<file path="src/rtl/acsq_pkg.sv">
// Shared types, constants and codes for the alarm clock sorted queue.
package acsq_pkg;

    localparam int ALARM_DEPTH = 16;
    localparam int IDX_W       = $clog2(ALARM_DEPTH);
    localparam int CNT_W       = $clog2(ALARM_DEPTH + 1);
    localparam int CFG_IDX_W   = 3;

    localparam logic [31:0] ALL_ONES = 32'hFFFF_FFFF;

    // input actions
    localparam logic [2:0] ACT_EVENT  = 3'd0;
    localparam logic [2:0] ACT_SET    = 3'd1;
    localparam logic [2:0] ACT_START  = 3'd2;
    localparam logic [2:0] ACT_STOP   = 3'd3;
    localparam logic [2:0] ACT_REMOVE = 3'd4;

    // event classes
    localparam logic [1:0] CLS_ALARM = 2'd0;
    localparam logic [1:0] CLS_INPUT = 2'd1;

    // configuration register indexes
    localparam logic [CFG_IDX_W-1:0] REG_NO_SLIP  = 3'd0;
    localparam logic [CFG_IDX_W-1:0] REG_RESET_IN = 3'd1;
    localparam logic [CFG_IDX_W-1:0] REG_TPS      = 3'd2;
    localparam logic [CFG_IDX_W-1:0] REG_UPS      = 3'd3;
    localparam logic [CFG_IDX_W-1:0] REG_CLOCK_ID = 3'd4;

    // datapath commands
    typedef struct packed {
        logic capture;     // latch input item
        logic mul;         // elapsed * units, load divider
        logic div_step;    // one quotient bit
        logic scale_done;  // form scaled time
        logic ev_prep;     // apply reset-on-input, set scan time
        logic ev_idle;     // no due alarm: current_time = t
        logic pop;         // pop head and emit record
        logic ev_end;      // final time update, reload next_due
        logic set_fail;    // set alarm refused, store full
        logic set_scan;    // insert: compare one entry
        logic set_shift;   // insert: move one entry up
        logic set_write;   // insert: write new entry
        logic rm_step;     // removal: one entry
        logic rm_end;      // removal done
        logic start;       // start clock
        logic stop;        // stop clock
        logic status;      // emit status result
    } t_cmd;

    typedef struct packed {
        logic div_last;    // final quotient bit
        logic running;
        logic ev_due;      // scan time reached next_due
        logic head_due;    // store not empty and head is due
        logic full;        // store full
        logic scan_more;   // insert scan continues
        logic shift_more;  // insert shift continues
        logic rm_more;     // removal continues
    } t_sts;

endpackage

</file>
<file path="src/rtl/acsq_ctrl.sv">
// Controller state machine of the alarm clock sorted queue.
module acsq_ctrl (
    input  logic           i_clk,
    input  logic           i_rst_n,
    input  logic           start,
    output logic           busy,
    input  logic [2:0]     i_action,
    input  logic [1:0]     i_event_class,
    input  acsq_pkg::t_sts i_sts,
    output acsq_pkg::t_cmd o_cmd
);
    import acsq_pkg::*;

    typedef enum logic [10:0] {
        S_IDLE  = 11'b00000000001,
        S_MUL   = 11'b00000000010,
        S_DIV   = 11'b00000000100,
        S_SCALE = 11'b00000001000,
        S_DISP  = 11'b00000010000,
        S_EVCHK = 11'b00000100000,
        S_POP   = 11'b00001000000,
        S_SCAN  = 11'b00010000000,
        S_SHIFT = 11'b00100000000,
        S_RM    = 11'b01000000000,
        S_DONE  = 11'b10000000000
    } t_state;

    t_state     r_state, n_state;
    logic [2:0] r_act, n_act;
    logic [1:0] r_cls, n_cls;

    // next-state and command decode
    always_comb begin
        n_state = r_state;
        n_act   = r_act;
        n_cls   = r_cls;
        o_cmd   = '0;
        unique case (r_state)
            S_IDLE: begin
                if (start) begin
                    o_cmd.capture = 1'b1;
                    n_act = i_action;
                    n_cls = i_event_class;
                    case (i_action)
                        ACT_EVENT:  n_state = S_MUL;
                        ACT_SET:    n_state = S_MUL;
                        ACT_REMOVE: n_state = S_RM;
                        default:    n_state = S_DONE;
                    endcase
                end
            end
            S_MUL: begin
                o_cmd.mul = 1'b1;
                n_state = S_DIV;
            end
            S_DIV: begin
                o_cmd.div_step = 1'b1;
                if (i_sts.div_last) n_state = S_SCALE;
            end
            S_SCALE: begin
                o_cmd.scale_done = 1'b1;
                n_state = S_DISP;
            end
            S_DISP: begin
                if (r_act == ACT_EVENT) begin
                    if (!i_sts.running || r_cls == CLS_ALARM) begin
                        n_state = S_DONE;
                    end else begin
                        o_cmd.ev_prep = 1'b1;
                        n_state = S_EVCHK;
                    end
                end else begin
                    if (i_sts.full) begin
                        o_cmd.set_fail = 1'b1;
                        n_state = S_DONE;
                    end else begin
                        o_cmd.set_scan = 1'b1;
                        n_state = S_SCAN;
                    end
                end
            end
            // next_due is only compared once, before the first pop
            S_EVCHK: begin
                if (!i_sts.ev_due) begin
                    o_cmd.ev_idle = 1'b1;
                    n_state = S_DONE;
                end else begin
                    n_state = S_POP;
                end
            end
            S_POP: begin
                if (i_sts.head_due) begin
                    o_cmd.pop = 1'b1;
                end else begin
                    o_cmd.ev_end = 1'b1;
                    n_state = S_DONE;
                end
            end
            S_SCAN: begin
                if (i_sts.scan_more) o_cmd.set_scan = 1'b1;
                else n_state = S_SHIFT;
            end
            S_SHIFT: begin
                if (i_sts.shift_more) o_cmd.set_shift = 1'b1;
                else begin
                    o_cmd.set_write = 1'b1;
                    n_state = S_DONE;
                end
            end
            S_RM: begin
                if (i_sts.rm_more) o_cmd.rm_step = 1'b1;
                else begin
                    o_cmd.rm_end = 1'b1;
                    n_state = S_DONE;
                end
            end
            S_DONE: begin
                o_cmd.status = 1'b1;
                o_cmd.start  = (r_act == ACT_START);
                o_cmd.stop   = (r_act == ACT_STOP);
                n_state = S_IDLE;
            end
            default: n_state = S_IDLE;
        endcase
    end

    always_ff @(posedge i_clk) begin
        if (!i_rst_n) begin
            r_state <= S_IDLE;
            r_act   <= ACT_STOP;
            r_cls   <= CLS_ALARM;
        end else begin
            r_state <= n_state;
            r_act   <= n_act;
            r_cls   <= n_cls;
        end
    end

    assign busy = (r_state != S_IDLE);

`ifndef SYNTH
    // a status result only comes from the final state
    a_status_done: assert property (@(posedge i_clk) disable iff (!i_rst_n)
        o_cmd.status |=> (r_state == S_IDLE))
        else $error("status not followed by idle");
    // pops only happen during event processing
    a_pop_event: assert property (@(posedge i_clk) disable iff (!i_rst_n)
        o_cmd.pop |-> (r_act == ACT_EVENT))
        else $error("pop outside event");
    // insert writes only for set alarm
    a_write_set: assert property (@(posedge i_clk) disable iff (!i_rst_n)
        o_cmd.set_write |-> (r_act == ACT_SET))
        else $error("write outside set");
`endif
endmodule

</file>
<file path="config.mk">
export PLATFORM = sky130hd
export DESIGN_NAME = acsq_ctrl
export DESIGN_NICKNAME = d
export VERILOG_FILES = /design/src/rtl/acsq_pkg.sv /design/src/rtl/acsq_ctrl.sv
export SDC_FILE = /design/constraint.sdc
export NUM_CORES = 1
export LEC_CHECK = 0
export BUFFER_PORTS_ARGS = -buffer_cell sky130_fd_sc_hd__buf_2
export CAP_MARGIN = 0
export CORE_ASPECT_RATIO = 1.25
export CORE_MARGIN = 2
export CORE_UTILIZATION = 40
export CTS_BUF_LIST = sky130_fd_sc_hd__clkbuf_16
export CTS_CLUSTER_DIAMETER = 120
export DETAILED_ROUTE_END_ITERATION = 10
export PLACE_DENSITY_LB_ADDON = 0.08
export SYNTH_ARGS = -nofsm -noshare
export SYNTH_HDL_FRONTEND = slang
export SYNTH_SLANG_ARGS = --single-unit
</file>
<file path="constraint.sdc">
create_clock -name i_clk -period 1.78 [get_ports i_clk]
set_input_delay 0.089 -clock i_clk [delete_from_list [all_inputs] [get_ports i_clk]]
set_output_delay 0.089 -clock i_clk [all_outputs]
set_load 0.05 [all_outputs]
</file>
=== Word-level counts from Yosys, hierarchy flattened ===
Cells that the tools add are included.

* Register bits after elaboration: 16
* Input bits: 16
* Output and inout port bits: 18
* Word-level logic and storage cells: 71

* Equal/unequal tests: 22
* Multiplexer cells: 38
* Reduce and logical (&&, ||, !) cells: 8

{| class="wikitable"
|+ Operators with widths
! kind !! number
|-
| 11-bit two-way mux || 10
|-
| 11-bit one-hot mux with 10 select lines || 1
|-
| 11-bit one-hot mux with 2 select lines || 1
|-
| 1-bit two-way mux || 20
|-
| 2-bit != test (second input constant) || 6
|-
| 11-bit by 1-bit == test with 1-bit output (second input constant) || 1
|-
| 11-bit by 10-bit == test with 1-bit output (second input constant) || 1
|-
| 11-bit == test (second input constant) || 1
|-
| 11-bit by 2-bit == test with 1-bit output (second input constant) || 1
|-
| 11-bit by 3-bit == test with 1-bit output (second input constant) || 1
|-
| 11-bit by 4-bit == test with 1-bit output (second input constant) || 1
|-
| 11-bit by 5-bit == test with 1-bit output (second input constant) || 1
|-
| 11-bit by 6-bit == test with 1-bit output (second input constant) || 1
|-
| 11-bit by 7-bit == test with 1-bit output (second input constant) || 1
|-
| 11-bit by 8-bit == test with 1-bit output (second input constant) || 1
|-
| 11-bit by 9-bit == test with 1-bit output (second input constant) || 1
|-
| 11-bit by 1-bit != test with 1-bit output (second input constant) || 1
|-
| 2-bit two-way mux || 4
|-
| 3-bit by 2-bit == test with 1-bit output (second input constant) || 2
|-
| 3-bit logical NOT || 2
|-
| 6-bit AND reduction || 1
|-
| 3-bit by 1-bit == test with 1-bit output (second input constant) || 1
|-
| 3-bit == test (second input constant) || 1
|-
| 3-bit two-way mux || 1
|-
| other kinds (6) || 6
|}

=== Depth between registers and ports, before layout ===
* Depth after elaboration: 5
* Mapped depth: 7
* Depth with buffers taken out: 5

=== Worst setup path after synthesis ===
No wires, ideal clock.

* Kind: flip-flop to output port
* Start: register r_state[0]
* End: output port o_cmd[2] (netlist bit)
* Arrival time: 3.272 ns
* Data required time: 1.691 ns
* Path slack: -1.581 ns
* Cell stages (with the launch flop): 7
* Cells stage by stage: dfxtp_1 buf_6 nor4_4 nand2_1 nor4b_2 nand2_1 nor3_1

{| class="wikitable"
|+ RTL lines
! element !! line !! RTL
|-
| start: declaration || acsq_ctrl.sv:28 || <nowiki>t_state r_state, n_state;</nowiki>
|-
| start signal: assignment || acsq_ctrl.sv:133 || <nowiki>r_state <= n_state;</nowiki>
|-
| end: declaration || acsq_ctrl.sv:10 || <nowiki>output acsq_pkg::t_cmd o_cmd</nowiki>
|}

==> results.md <==
* Syn Inst Count at 126
* Yosys Warn Count at 0
* Die outline width at 50.6 um
* Cell area after layout at 2070 um^2
* Status: finished, violations left
* Number of pins exceeding their max-slew limit in the final report at 0
* Setup repair after global routing missed its margin: yes
* Count of antenna diodes in the layout at 0
* CTS clk-pin slew, worst paths at 50 ps
* Post-CTS Hold Buffers at 0
* IO buf count at 33
* Async S/R FF share, synth at 0%
* Core footprint at 2630 um^2
* Remaining antenna violation count at 0
* Critical R2R Capture: r_state[8]$_SDFFE_PN0P_
* Type of the worst setup path: flop to output pin
* IR drop worst, VDD at 0.000855 V
* Worst Setup Start Kind: flop
* Number of nets produced by synthesis at 142
* EDFF count, synth at 0
* Final global-route overflow total at 0
* Clock Path Buffers at 2
* Clock Tree Root: sky130_fd_sc_hd__clkbuf_16
* Violations in the final reports: negative setup slack
* CP endpoint kind: output pin
* Final net count at 217
* Final period utilization at 112%
* Transition time at the pin with the least slew margin at 437 ps
* Site Rows at 21
* Fraction of layout cells with a size suffix above 1 at 63.3%
* RR Startpoint: r_state[0]$_SDFFE_PN1P_
* Via total after detailed routing at 1301
* Seq cells post-synth at 16
* Number of sinks driven by the clock tree at 16
* Areal power density over the cells at 941 nW/um^2
* Yosys top cell area share at 29.5%
* Hold Path Class: input port to flop
* Antenna violations before repair at 0
* Cell types occupying the most area after synthesis: sky130_fd_sc_hd__dfxtp_1 29%, sky130_fd_sc_hd__mux2i_1 4.6%, sky130_fd_sc_hd__nor3_1 4.6%
* Critical hold path startpoint: i_action[2]
* Leading area contributor after synthesis: sky130_fd_sc_hd__dfxtp_1
* Post-synthesis cell area at 1090 um^2
* Number of cells traversed by the worst hold path at 2
* List of most frequent post-synthesis cells: 16 x sky130_fd_sc_hd__dfxtp_1, 13 x sky130_fd_sc_hd__nor2_1, 10 x sky130_fd_sc_hd__nor3_1
* Floorplan die height at 62.3 um
* P_leak at 0.860 nW
* Synth-to-layout area growth at 90.6%
* Detailed-route wire length per cell at 16.7 um
* Primary flip-flop cell chosen by synthesis mapping: sky130_fd_sc_hd__dfxtp_1
* Initial Utilization at 41.3%
* Gr usage total at 25.9%
* Critical-path cell list: nor4_4 -> nand2_2 -> nor4b_4 -> nand2_2 -> nor3b_4 -> buf_6
* Max-cap violations at 0
* Fill cell total of the finished layout at 177
* Cell area after placement at 1560 um^2
* Most used standard cell by instance count after synthesis: sky130_fd_sc_hd__dfxtp_1
* Worst path slowest cell: sky130_fd_sc_hd__dfxtp_4
* Area of the multi-input gates at 943 um^2
* Global placement routability congestion at 1.02
* Number of clock buffers inserted by TritonCTS at 3
* Post-layout min period at 2000 ps
* First-pass GRT wire length at 6160 um
* Crit path max fanout at 2
* CTS tree: built
* Vias per Instance at 5.58
* Number of detailed-route iterations in the first pass at 4
* Worst path most repeated cell: sky130_fd_sc_hd__nand2_2
* Non-filler instance count after layout at 233
* Number of DRC markers in iteration 0 at 28
* Number of H-tree levels at 1
* Sequential element share of the synthesized area at 29.5%
* Routed Wire Length at 3900 um
* Syn_area_per_cell at 8.62 um^2
* Final hold violation count at 0
* Number of cells after detailed placement at 213
* Slack of the worst reg-to-reg path at -120 ps
* Min-Delay Endpoint: r_state[1]$_SDFFE_PN0P_
* Worst Path Required at 1690 ps
* Netlist cell types at 41
* Worst relative slew slack at 70.5%
* Worst-case clock skew at 2.65 ps
* Pin count of the biggest net entering global routing at 11
* Arrival time reported for the critical path endpoint at 1910 ps
* Via count of the first global-routing pass at 1289
* Highest clock rate at 500 MHz
* Reg2reg path depth at 9
* DR DRC count at 0
* Final WS setup at -218 ps
* Sequential cell area in the final layout at 335 um^2
* Total Negative Setup Slacks at -1970 ps
* Clock latency of the later-clocked register in the worst-skew pair at 250 ps
* Die outline area at 3150 um^2
* Setup violation total in the final timing report at 19
* Boundary Pins at 34
* Half-perimeter wire length after detailed placement at 2700 um
* Largest incremental delay on the critical path at 350 ps
## worst max path at each step
stage,startpoint,end,slack (ps)
2_1_floorplan,r_state[3]$_SDFFE_PN0P_,o_cmd[1],-780
3_3_place_gp,r_state[3]$_SDFFE_PN0P_,o_cmd[7],-30
3_5_place_dp,r_state[3]$_SDFFE_PN0P_,o_cmd[7],-70
4_1_cts,r_state[0]$_SDFFE_PN1P_,o_cmd[1],-240
5_1_grt,r_state[0]$_SDFFE_PN1P_,o_cmd[1],-300
6_report,r_state[0]$_SDFFE_PN1P_,o_cmd[1],-220
## final cells by class
class                           count  area share (%)
Tap cell                           34            2.06
Timing Repair Buffer               77            31.6
Inverter                            4           0.907
Sequential cell                    16            16.2
Clock buffer                        3            3.63
Multi-Input combinational cell     99            45.6
## metrics by stage
step	hold slack, ps	power (W)	setup slack (ps)	util (%)
after floorplan	151	0.000925	-778	-
after global placement	303	0.00113	-26.0	59.3
after detailed placement	314	0.00115	-73.1	59.3
after CTS	46.1	0.00176	-241	72.0
after global routing	51.0	0.00203	-300	78.8
final	51.5	0.00195	-218	78.8
## cells in the final DEF, fill, tap and decap left out, drive strengths merged, types with 3 or more instances in the layout
master  Yosys  routed
nor3b       4       4
or2         4       4
nor4bb      3       3
nor3       11      11
a21oi       5       5
nand2b      6       6
nor4        8       8
buf         7      77
dfxtp      16      16
o21ai       5       5
nand2       8       8
mux2i       5       5
clkbuf      0       3
and2        3       3
nor2       13      13
## flip-flops by register name (all words and copies together) (netlist names)
name and count:
r_act 3, r_cls 2, r_state 11
## per-layer routing
layer	wire length [um]	track usage (%)	vias up	share of wire (%)
met1	1490	28.7	622	38
met4	184	12.5	0	4.7
met3	193	5.05	19	4.9
met2	2030	46.1	49	52
met5	0	0	-	0
li1	-	-	611	-
## worst max-delay path: cells and delay by family (launching register included)
family | cells | cell delay (ps)
flops | 1 | 350
buf+inv | 1 | 180
simple gates | 5 | 1130
## cell families after synthesis
group,after synthesis,synth area share (%)
compound gates,21,13.8
xor+xnor,2,1.61
buf+inv,11,6.22
flops,16,29.5
mux,5,4.61
simple gates,71,44.2
## report_power, final
group	leakage (nW)	switching, W	total [W]	internal (W)
clock network	0.0370	0.000150	0.000445	0.000296
logic	0.689	0.000529	0.00105	0.000519
registers	0.134	0.0000497	0.000454	0.000404
total	0.860	0.000728	0.00195	0.00122
## what timing repair did
item                                    CTS  global route
pin swaps                                20            16
cloned                                    0             0
buffers inserted                          9            11
resized for setup                        57            26
endpoints found under the setup margin   21            21
Note: power is estimated with default switching activity, not from simulation.
